`src/hw/rtl/audio_highpass_compressor_assert.svh`:
```
// Assertion macros shared by the audio high-pass compressor RTL.
// Included by modules that carry concurrent checks; no other dependencies.
`ifndef AUDIO_HIGHPASS_COMPRESSOR_ASSERT_SVH
`define AUDIO_HIGHPASS_COMPRESSOR_ASSERT_SVH
`ifndef NO_ASSERTIONS
// checked only out of reset
`define ACOMP_ASSERT(lbl, clk, rst_n, prop, msg) \
	lbl: assert property (@(posedge clk) disable iff (!rst_n) prop) else $error(msg);
// checked at every edge, reset included
`define ACOMP_ASSERT_ALWAYS(lbl, clk, prop, msg) \
	lbl: assert property (@(posedge clk) prop) else $error(msg);
`else
`define ACOMP_ASSERT(lbl, clk, rst_n, prop, msg)
`define ACOMP_ASSERT_ALWAYS(lbl, clk, prop, msg)
`endif
`endif

```
`src/hw/rtl/acomp_pkg.sv`:
```
// Shared types, constants and constant tables for the high-pass compressor.
// No dependencies.
package acomp_pkg;
	localparam int SampleW = 16;
	localparam int EnvW    = 24;
	localparam int CoefW   = 16;
	localparam int MulW    = 33;

	localparam logic [63:0] B1_ABS = (64'd17786317778 * 64'd268435456 + 64'd1250000000)
		/ 64'd2500000000;
	localparam logic [63:0] B2_ABS = (64'd8008026467 * 64'd268435456 + 64'd1250000000)
		/ 64'd2500000000;
	localparam logic signed [31:0] HP_B1 = B1_ABS[31:0];
	localparam logic signed [31:0] HP_B2 = -B2_ABS[31:0];

	localparam logic [EnvW-1:0] ENV_MAX = '1;
	localparam logic [20:0]     LOG_ONE = 21'(EnvW) << 16;

	localparam logic [1:0] REG_ATTACK  = 2'd0;
	localparam logic [1:0] REG_RELEASE = 2'd1;
	localparam logic [1:0] REG_FLOOR   = 2'd2;

	typedef struct packed {
		logic [CoefW-1:0] attack;
		logic [CoefW-1:0] release_c;
		logic [EnvW-1:0]  env_floor;
	} cfg_t;

	typedef struct packed {
		logic                      clipped;
		logic signed [SampleW-1:0] audio_out;
	} res_t;

	function automatic logic [63:0] isqrt64(logic [63:0] v);
		logic [63:0] res;
		logic [63:0] rem;
		logic [63:0] b;
		res = '0;
		rem = v;
		for (int i = 31; i >= 0; i--) begin
			b = 64'd1 << (2 * i);
			if (rem >= res + b) begin
				rem = rem - (res + b);
				res = (res >> 1) + b;
			end else begin
				res = res >> 1;
			end
		end
		return res;
	endfunction

	// 2^(2^-k) in Q1.30, each the truncated square root of the one before
	function automatic logic [30:0] exp_root(int k);
		logic [63:0] r;
		r = 64'd2 << 30;
		for (int i = 0; i < 16; i++) begin
			if (i < k) r = isqrt64(r << 30);
		end
		return r[30:0];
	endfunction

	localparam logic [30:0] EXP_ROOT [16] = '{
		exp_root(1), exp_root(2), exp_root(3), exp_root(4),
		exp_root(5), exp_root(6), exp_root(7), exp_root(8),
		exp_root(9), exp_root(10), exp_root(11), exp_root(12),
		exp_root(13), exp_root(14), exp_root(15), exp_root(16)
	};
endpackage

```
`src/hw/rtl/acomp_mul.sv`:
```
// Shared signed multiplier used by the filter, envelope, log2, exp2 and output scale steps of the sequencer.
// Depends on acomp_pkg.
module acomp_mul import acomp_pkg::*; (
	input  logic signed [MulW-1:0]   a,
	input  logic signed [MulW-1:0]   b,
	output logic signed [2*MulW-1:0] p
);
	assign p = a * b;
endmodule

```
`src/hw/rtl/acomp_core.sv`:
```
// Sequencer and datapath: biquad, envelope follower, log2/exp2 gain, output scale.
// Depends on acomp_pkg, acomp_mul and the assertion macro header.
`include "audio_highpass_compressor_assert.svh"
module acomp_core import acomp_pkg::*; (
	input  logic                      clk,
	input  logic                      arst_n,
	input  logic                      start,
	input  logic signed [SampleW-1:0] sample,
	input  logic                      load_envelope,
	input  logic [EnvW-1:0]           envelope_preset,
	input  cfg_t                      cfg,
	output logic                      idle,
	output logic                      res_valid,
	input  logic                      res_ready,
	output res_t                      res
);
	typedef enum logic [3:0] {
		S_IDLE, S_FIR_A, S_FIR_B, S_ENV, S_NORM, S_LOG, S_GAIN, S_EXP, S_FIN, S_OUT, S_DONE
	} state_t;

	localparam logic signed [65:0] Y_MAX = 66'sd2147483647;
	localparam logic signed [65:0] Y_MIN = -66'sd2147483648;
	localparam logic signed [65:0] RND   = 66'sd1 <<< 29;

	state_t                    state_q;
	logic signed [SampleW-1:0] x_q, h0_q, h1_q;
	logic signed [31:0]        y0_q, y1_q;
	logic signed [65:0]        acc_q;
	logic [31:0]               mag_q;
	logic                      neg_q;
	logic [EnvW-1:0]           env_q;
	logic [30:0]               lm_q;
	logic [4:0]                p_q;
	logic [15:0]               frac_q;
	logic [3:0]                cnt_q;
	logic [4:0]                gi_q;
	logic [15:0]               gf_q;
	logic [30:0]               ex_q;
	logic [62:0]               prod_q;
	res_t                      res_q;

	logic signed [MulW-1:0]   ma, mb;
	logic signed [2*MulW-1:0] prod;

	acomp_mul u_mul (.a(ma), .b(mb), .p(prod));

	// datapath helpers
	logic signed [17:0] xs;
	logic signed [65:0] xsh, ysum, yw;
	logic signed [31:0] ysat;
	logic [EnvW-1:0]    lv, e, emax;
	logic               up;
	logic signed [24:0] diff;
	logic signed [25:0] newv;
	logic [4:0]         msb;
	logic [31:0]        tsq;
	logic [20:0]        dl;
	logic [22:0]        g3;
	logic [5:0]         sh;
	logic [62:0]        mm;

	always_comb begin
		xs   = 18'(x_q) + 18'(h1_q) - (18'(h0_q) <<< 1);
		xsh  = 66'(xs) <<< 39;
		ysum = acc_q + prod + RND;
		yw   = ysum >>> 30;
		if (yw > Y_MAX)      ysat = 32'h7fff_ffff;
		else if (yw < Y_MIN) ysat = 32'h8000_0000;
		else                 ysat = yw[31:0];
		lv   = (mag_q > 32'(ENV_MAX)) ? ENV_MAX : mag_q[EnvW-1:0];
		up   = lv > env_q;
		diff = $signed({1'b0, lv}) - $signed({1'b0, env_q});
		newv = $signed({2'b0, env_q}) + 26'(prod >>> 16);
		emax = (env_q > cfg.env_floor) ? env_q : cfg.env_floor;
		e    = (emax == '0) ? EnvW'(1) : emax;
		msb  = '0;
		for (int i = 0; i < EnvW; i++) begin
			if (e[i]) msb = 5'(i);
		end
		tsq  = prod[61:30];
		dl   = LOG_ONE - {p_q, frac_q};
		g3   = {2'b0, dl} + {1'b0, dl, 1'b0};
		sh   = 6'd39 - {1'b0, gi_q};
		mm   = prod_q >> sh;
	end

	always_comb begin
		ma = '0;
		mb = '0;
		case (state_q)
			S_FIR_A: begin
				ma = MulW'(HP_B1);
				mb = MulW'(y0_q);
			end
			S_FIR_B: begin
				ma = MulW'(HP_B2);
				mb = MulW'(y1_q);
			end
			S_ENV: begin
				ma = $signed({17'b0, up ? cfg.attack : cfg.release_c});
				mb = MulW'(diff);
			end
			S_LOG: begin
				ma = $signed({2'b0, lm_q});
				mb = $signed({2'b0, lm_q});
			end
			S_EXP: begin
				ma = $signed({2'b0, ex_q});
				mb = $signed({2'b0, EXP_ROOT[cnt_q]});
			end
			S_FIN: begin
				ma = $signed({1'b0, mag_q});
				mb = $signed({2'b0, ex_q});
			end
			default: ;
		endcase
	end

	always_ff @(posedge clk or negedge arst_n) begin
		if (!arst_n) begin
			state_q <= S_IDLE;
			h0_q    <= '0;
			h1_q    <= '0;
			y0_q    <= '0;
			y1_q    <= '0;
			env_q   <= '0;
			cnt_q   <= '0;
		end else begin
			unique case (state_q)
				S_IDLE: begin
					if (start) begin
						if (load_envelope) env_q <= envelope_preset;
						x_q <= sample;
						if (sample == '0) begin
							res_q   <= '0;
							state_q <= S_DONE;
						end else begin
							state_q <= S_FIR_A;
						end
					end
				end
				S_FIR_A: begin
					acc_q   <= xsh + prod;
					state_q <= S_FIR_B;
				end
				S_FIR_B: begin
					h1_q    <= h0_q;
					h0_q    <= x_q;
					y1_q    <= y0_q;
					y0_q    <= ysat;
					neg_q   <= ysat[31];
					mag_q   <= ysat[31] ? (~ysat + 32'd1) : ysat;
					state_q <= S_ENV;
				end
				S_ENV: begin
					env_q   <= newv[24] ? ENV_MAX : newv[EnvW-1:0];
					state_q <= S_NORM;
				end
				S_NORM: begin
					p_q     <= msb;
					lm_q    <= {7'b0, e} << (5'd30 - msb);
					frac_q  <= '0;
					cnt_q   <= '0;
					state_q <= S_LOG;
				end
				S_LOG: begin
					if (tsq[31]) begin
						lm_q   <= tsq[31:1];
						frac_q <= {frac_q[14:0], 1'b1};
					end else begin
						lm_q   <= tsq[30:0];
						frac_q <= {frac_q[14:0], 1'b0};
					end
					cnt_q <= cnt_q + 4'd1;
					if (cnt_q == 4'd15) state_q <= S_GAIN;
				end
				S_GAIN: begin
					gi_q    <= g3[22:18];
					gf_q    <= g3[17:2];
					ex_q    <= 31'h4000_0000;
					cnt_q   <= '0;
					state_q <= S_EXP;
				end
				S_EXP: begin
					if (gf_q[~cnt_q]) ex_q <= prod[60:30];
					cnt_q <= cnt_q + 4'd1;
					if (cnt_q == 4'd15) state_q <= S_FIN;
				end
				S_FIN: begin
					prod_q  <= prod[62:0];
					state_q <= S_OUT;
				end
				S_OUT: begin
					if (!neg_q) begin
						res_q.clipped   <= mm > 63'd32767;
						res_q.audio_out <= (mm > 63'd32767) ? 16'sh7fff : mm[15:0];
					end else begin
						res_q.clipped   <= mm > 63'd32768;
						res_q.audio_out <= (mm > 63'd32768) ? 16'sh8000 : (~mm[15:0] + 16'd1);
					end
					state_q <= S_DONE;
				end
				S_DONE: begin
					if (res_ready) state_q <= S_IDLE;
				end
				default: state_q <= S_IDLE;
			endcase
		end
	end

	assign idle      = state_q == S_IDLE;
	assign res_valid = state_q == S_DONE;
	assign res       = res_q;

	`ACOMP_ASSERT(a_start_idle, clk, arst_n, start |-> state_q == S_IDLE, "start while busy")
	`ACOMP_ASSERT(a_log_norm, clk, arst_n, state_q == S_LOG |-> lm_q[30], "log mantissa not normalized")
	`ACOMP_ASSERT(a_gain_range, clk, arst_n, state_q == S_EXP |-> gi_q <= 5'd18, "gain exponent out of range")
	`ACOMP_ASSERT(a_done_leave, clk, arst_n, (res_valid && res_ready) |=> state_q == S_IDLE, "result not released")
	`ACOMP_ASSERT_ALWAYS(a_reset_idle, clk, !arst_n |-> state_q == S_IDLE, "not idle in reset")
endmodule

```
`src/hw/rtl/audio_highpass_compressor.sv`:
```
// Top level: stream ports, configuration registers and output word register.
// Depends on acomp_pkg and acomp_core.
//
//  channel   dir  handshake              payload
//  s_axis    in   s_axis_tvalid/tready   tdata: sample, envelope_preset; tuser: load_envelope
//  m_axis    out  m_axis_tvalid/tready   tdata: audio_out; tuser: clipped
//  cfg       in   cfg_valid/cfg_ready    cfg_index, cfg_data
//
// m_axis_tvalid rises once a nonzero sample has passed the filter, envelope, normalize, 16
// log2 squarings, gain, 16 exp2 steps and output scale, its multiplies taking turns on the
// shared multiplier; a zero sample goes straight to the result. One word is in the
// sequencer; s_axis_tready is high only while the sequencer is idle. The output register
// lets the next word in while a result waits. Reset clears filter history, envelope and
// registers to their defaults. cfg_ready is always high.
module audio_highpass_compressor import acomp_pkg::*; (
	input  logic        clk,
	input  logic        arst_n,
	input  logic        s_axis_tvalid,
	output logic        s_axis_tready,
	input  logic [39:0] s_axis_tdata,   // [15:0] sample, [39:16] envelope_preset
	input  logic        s_axis_tuser,   // [0] load_envelope
	output logic        m_axis_tvalid,
	input  logic        m_axis_tready,
	output logic [15:0] m_axis_tdata,   // [15:0] audio_out
	output logic        m_axis_tuser,   // [0] clipped
	input  logic        cfg_valid,
	output logic        cfg_ready,
	input  logic [1:0]  cfg_index,
	input  logic [23:0] cfg_data
);
	cfg_t cfg_q;
	res_t core_res, out_q;
	logic out_valid_q;
	logic core_idle, core_valid, core_take;

	assign cfg_ready = 1'b1;

	always_ff @(posedge clk or negedge arst_n) begin
		if (!arst_n) begin
			cfg_q.attack    <= 16'd8192;
			cfg_q.release_c <= 16'd16;
			cfg_q.env_floor <= 24'd16;
		end else if (cfg_valid) begin
			unique case (cfg_index)
				REG_ATTACK:  cfg_q.attack    <= cfg_data[15:0];
				REG_RELEASE: cfg_q.release_c <= cfg_data[15:0];
				REG_FLOOR:   cfg_q.env_floor <= cfg_data;
				default: ;
			endcase
		end
	end

	assign s_axis_tready = core_idle;
	assign core_take     = core_valid && (!out_valid_q || m_axis_tready);

	acomp_core u_core (
		.clk             (clk),
		.arst_n          (arst_n),
		.start           (s_axis_tvalid && core_idle),
		.sample          ($signed(s_axis_tdata[15:0])),
		.load_envelope   (s_axis_tuser),
		.envelope_preset (s_axis_tdata[39:16]),
		.cfg             (cfg_q),
		.idle            (core_idle),
		.res_valid       (core_valid),
		.res_ready       (core_take),
		.res             (core_res)
	);

	always_ff @(posedge clk or negedge arst_n) begin
		if (!arst_n) begin
			out_valid_q <= 1'b0;
		end else begin
			if (core_take) begin
				out_valid_q <= 1'b1;
				out_q       <= core_res;
			end else if (m_axis_tready) begin
				out_valid_q <= 1'b0;
			end
		end
	end

	assign m_axis_tvalid = out_valid_q;
	assign m_axis_tdata  = out_q.audio_out;
	assign m_axis_tuser  = out_q.clipped;
endmodule
```
`config.mk`:
```
export PLATFORM = sky130hd
export DESIGN_NAME = audio_highpass_compressor
export DESIGN_NICKNAME = d
export VERILOG_FILES = /design/src/hw/rtl/acomp_pkg.sv /design/src/hw/rtl/acomp_mul.sv /design/src/hw/rtl/acomp_core.sv /design/src/hw/rtl/audio_highpass_compressor.sv
export VERILOG_INCLUDE_DIRS = /design/src /design/src/hw/rtl
export SDC_FILE = /design/constraint.sdc
export NUM_CORES = 2
export LEC_CHECK = 0
export ABC_AREA = 1
export BUFFER_PORTS_ARGS = -buffer_cell sky130_fd_sc_hd__buf_4
export CAP_MARGIN = 10
export CORE_MARGIN = 5
export CORE_UTILIZATION = 60
export CTS_BUF_LIST = sky130_fd_sc_hd__clkbuf_4
export CTS_CLUSTER_DIAMETER = 50
export CTS_CLUSTER_SIZE = 30
export DETAILED_ROUTE_END_ITERATION = 10
export PLACE_DENSITY = 0.76
export SLEW_MARGIN = 40
export SYNTH_ARGS = -nofsm -noshare
export SYNTH_HDL_FRONTEND = slang
export SYNTH_SLANG_ARGS = --single-unit
```
`constraint.sdc`:
```
create_clock -name clk -period 41.4 [get_ports clk]
set_input_delay 0 -clock clk [delete_from_list [all_inputs] [get_ports clk]]
set_output_delay 0 -clock clk [all_outputs]
set_load 0.03 [all_outputs]
```
==> summary.txt <==
met1 Use GR = 55.1%
outcome = finished, final reports clean
critical path data required time = 42.14 ns
clock skew = 0.157 ns
worst slew pin tran = 1.00 ns
H-Tree Depth = 2
multi-input combinational cell area = 53900 um^2
share of layout cells above drive strength 1 = 5.94%
fin crit period = 18.78 ns
CP arrival = 19.52 ns
Cell Rows = 131
synth unique cells = 77
synth warn = 0
most used cell, CP = inv_1
Avg WL per Cell = 24.3 um
most frequent cells in the layout = nand2_1 (2018), inv_1 (1974), fa_1 (1164)
first-pass detailed-route iteration total = 7
WHS = 0.100 ns
Max-Cap Viols = 0
clk_lat worst skew = 1.07 ns
mux contribution to synthesized area = 0.444%
fin. max-slew vios = 0
Post-Route WL = 279 mm
nets = 11500
Synth Area in Compound Gates = 9.18%
total area of sequential cells = 14100 um^2
crit path max-delay cell type = xor2_1
register bit total from synthesis = 501
vias in the first global route = 68000
CP max FO = 59
hpwl dp = 222 mm
Max Fclk = 0.0532 GHz
largest net degree at the start of global routing = 81
PostCTS Resize Cnt = 0
CTS tree = done
final setup violating endpoints = 0
Residual DRC = 0
vias = 67800
Crit. End Element = flip-flop
critical path launch point type = flip-flop
CP Class = reg -> reg
synthesized instance count = 9579
layer with the highest usage = met2
Starting Density = 60.3%
unrepaired setup endpoints after global routing = false
Via density = 5.92
leading cell type in the layout, fill and taps excluded = nand2_1
fin util = 65.0%
post-synthesis sequential area ratio = 18.4%
Layout fillers = 10900
met3 Track Usage GR = 12.0%
initial antenna violation count = 22
Worst-path clk slew = 0.22 ns
main combinational cell family by area after synthesis = adder cells
Max-slew headroom = 32.6%
met2 usage = 61.7%
synthesized area per cell = 8.00 um^2
Final ANT Viol Nets = 0
gr usage total = 41.1%
area delta synth->final = 7.82%
clock tree buffer depth = 3
Min-Delay Path Class = in -> reg
CTS buffer count = 57
I/O pin count = 92
final worst-path cycle share = 45.4%
Clock Sinks = 501
die area = 135000 um^2
Async SR Flop Fraction = 36.9%
post-CTS setup buffers = 0
Port-buffer cells = 90
die height = 367 um
setup TNS = 0 ns
post-synthesis xor/xnor area fraction = 2.65%
drt initial violations = 8144
first-pass GRT wire length = 419 mm
routability congestion estimate = 1.04
post-route cell area = 82700 um^2
gr ovfl total = 0
Post-synth EDFFs = 316
Core Region = 127000 um^2
CP peak stage delay = 0.61 ns
Most used DFF post-synth = edfxtp_1
Mapped Area = 76700 um^2
Synth Area in Adders = 38.5%
CTS Root Buffer Type = clkbuf_4
simple-gate share of the synthesized area = 18.9%
Area after DPL = 79400 um^2
Final Hold Vio Count = 0
die width = 367 um
## cells in the mapped netlist (all sizes together) (63+ instances only)
library cell	count	area, um^2
inv	2009	7550
nand2	2071	7980
ha	494	6180
buf	106	579
a21oi	361	1810
edfxtp	316	9490
nand3	357	1850
o21ai	580	2920
xnor2	73	639
dfrtp	182	4550
nor2	940	3660
xor2	157	1390
fa	1165	23300
clkbuf	242	918
a31oi	63	400
## per-stage QoR
stage,worst slack (ns),std cells
4_1_cts,22.88,11400
6_report,22.62,11400
3_5_place_dp,23.01,11100
2_1_floorplan,27.04,9580
3_3_place_gp,22.71,11100
5_1_grt,21.17,11400
## layout make-up
type                            count  area share [%]
Clock inverter                     47           0.857
Timing Repair Buffer              432            4.56
Sequential cell                   501            17.1
Multi-Input combinational cell   6701            65.2
Inverter                         2030            9.23
Antenna cell                       15          0.0454
Tap cell                         1662            2.52
Clock buffer                       60           0.545
## path summary, 6_finish.rpt
path                                           to  slack (ns)  cells after the start              from
worst max register to register   u_core.mag_q[22]       22.62                     78  u_core.mag_q[28]
worst max-delay path             u_core.mag_q[22]       22.62                     78  u_core.mag_q[28]
min in group asynchronous       u_core.state_q[1]        0.15                      4            arst_n
max in group asynchronous         u_core.env_q[0]       39.85                      5            arst_n
worst min register to register   m_axis_tdata[15]        0.39                      0    u_core.res[15]
worst min-delay path            u_core.state_q[3]        0.10                      8  s_axis_tdata[13]
## sequential cells by signal, indices dropped and copies added, names as in the netlist, 24 cells and up
signal	flops
cfg_q	56
u_core.acc_q	66
u_core.env_q	24
u_core.ex_q	31
u_core.lm_q	31
u_core.mag_q	32
u_core.prod_q	63
u_core.y0_q	32
u_core.y1_q	32
## layer usage
layer  vias to the layer above  part of all wire (%)
met4                        14                   6.3
met1                     32900                    38
met5                         -                 0.035
li1                      29800                     -
met2                      4169                    43
met3                       910                    13
## timing repair
item / in CTS / in global routing
hold buffers: 197 / 0
endpoints found under the setup margin: 0 / 0
hold endpoints to repair: 266 / 0
## cells by family after synthesis
family                   count (synthesis)
AO/OA/AOI/OAI                         1244
XOR/XNOR                               230
adder cells (fa/ha/maj)               1659
buffers and inverters                 2378
flip-flops                             501
multiplexers                            34
other                                    1
AND/OR/NAND/NOR                       3532
## worst max-delay path: cells and delay by family (launching register included)
family          cells  cell delay [ns]
fa+ha+maj          13             5.83
compound gates     20             4.60
flops               1             0.42
buf+inv            14             1.80
simple gates       30             5.11
xor+xnor            1             0.61
Power is left out: the tool's default activity adds up to more than one toggle a clock period on the data nets, which glitch-free logic cannot reach.
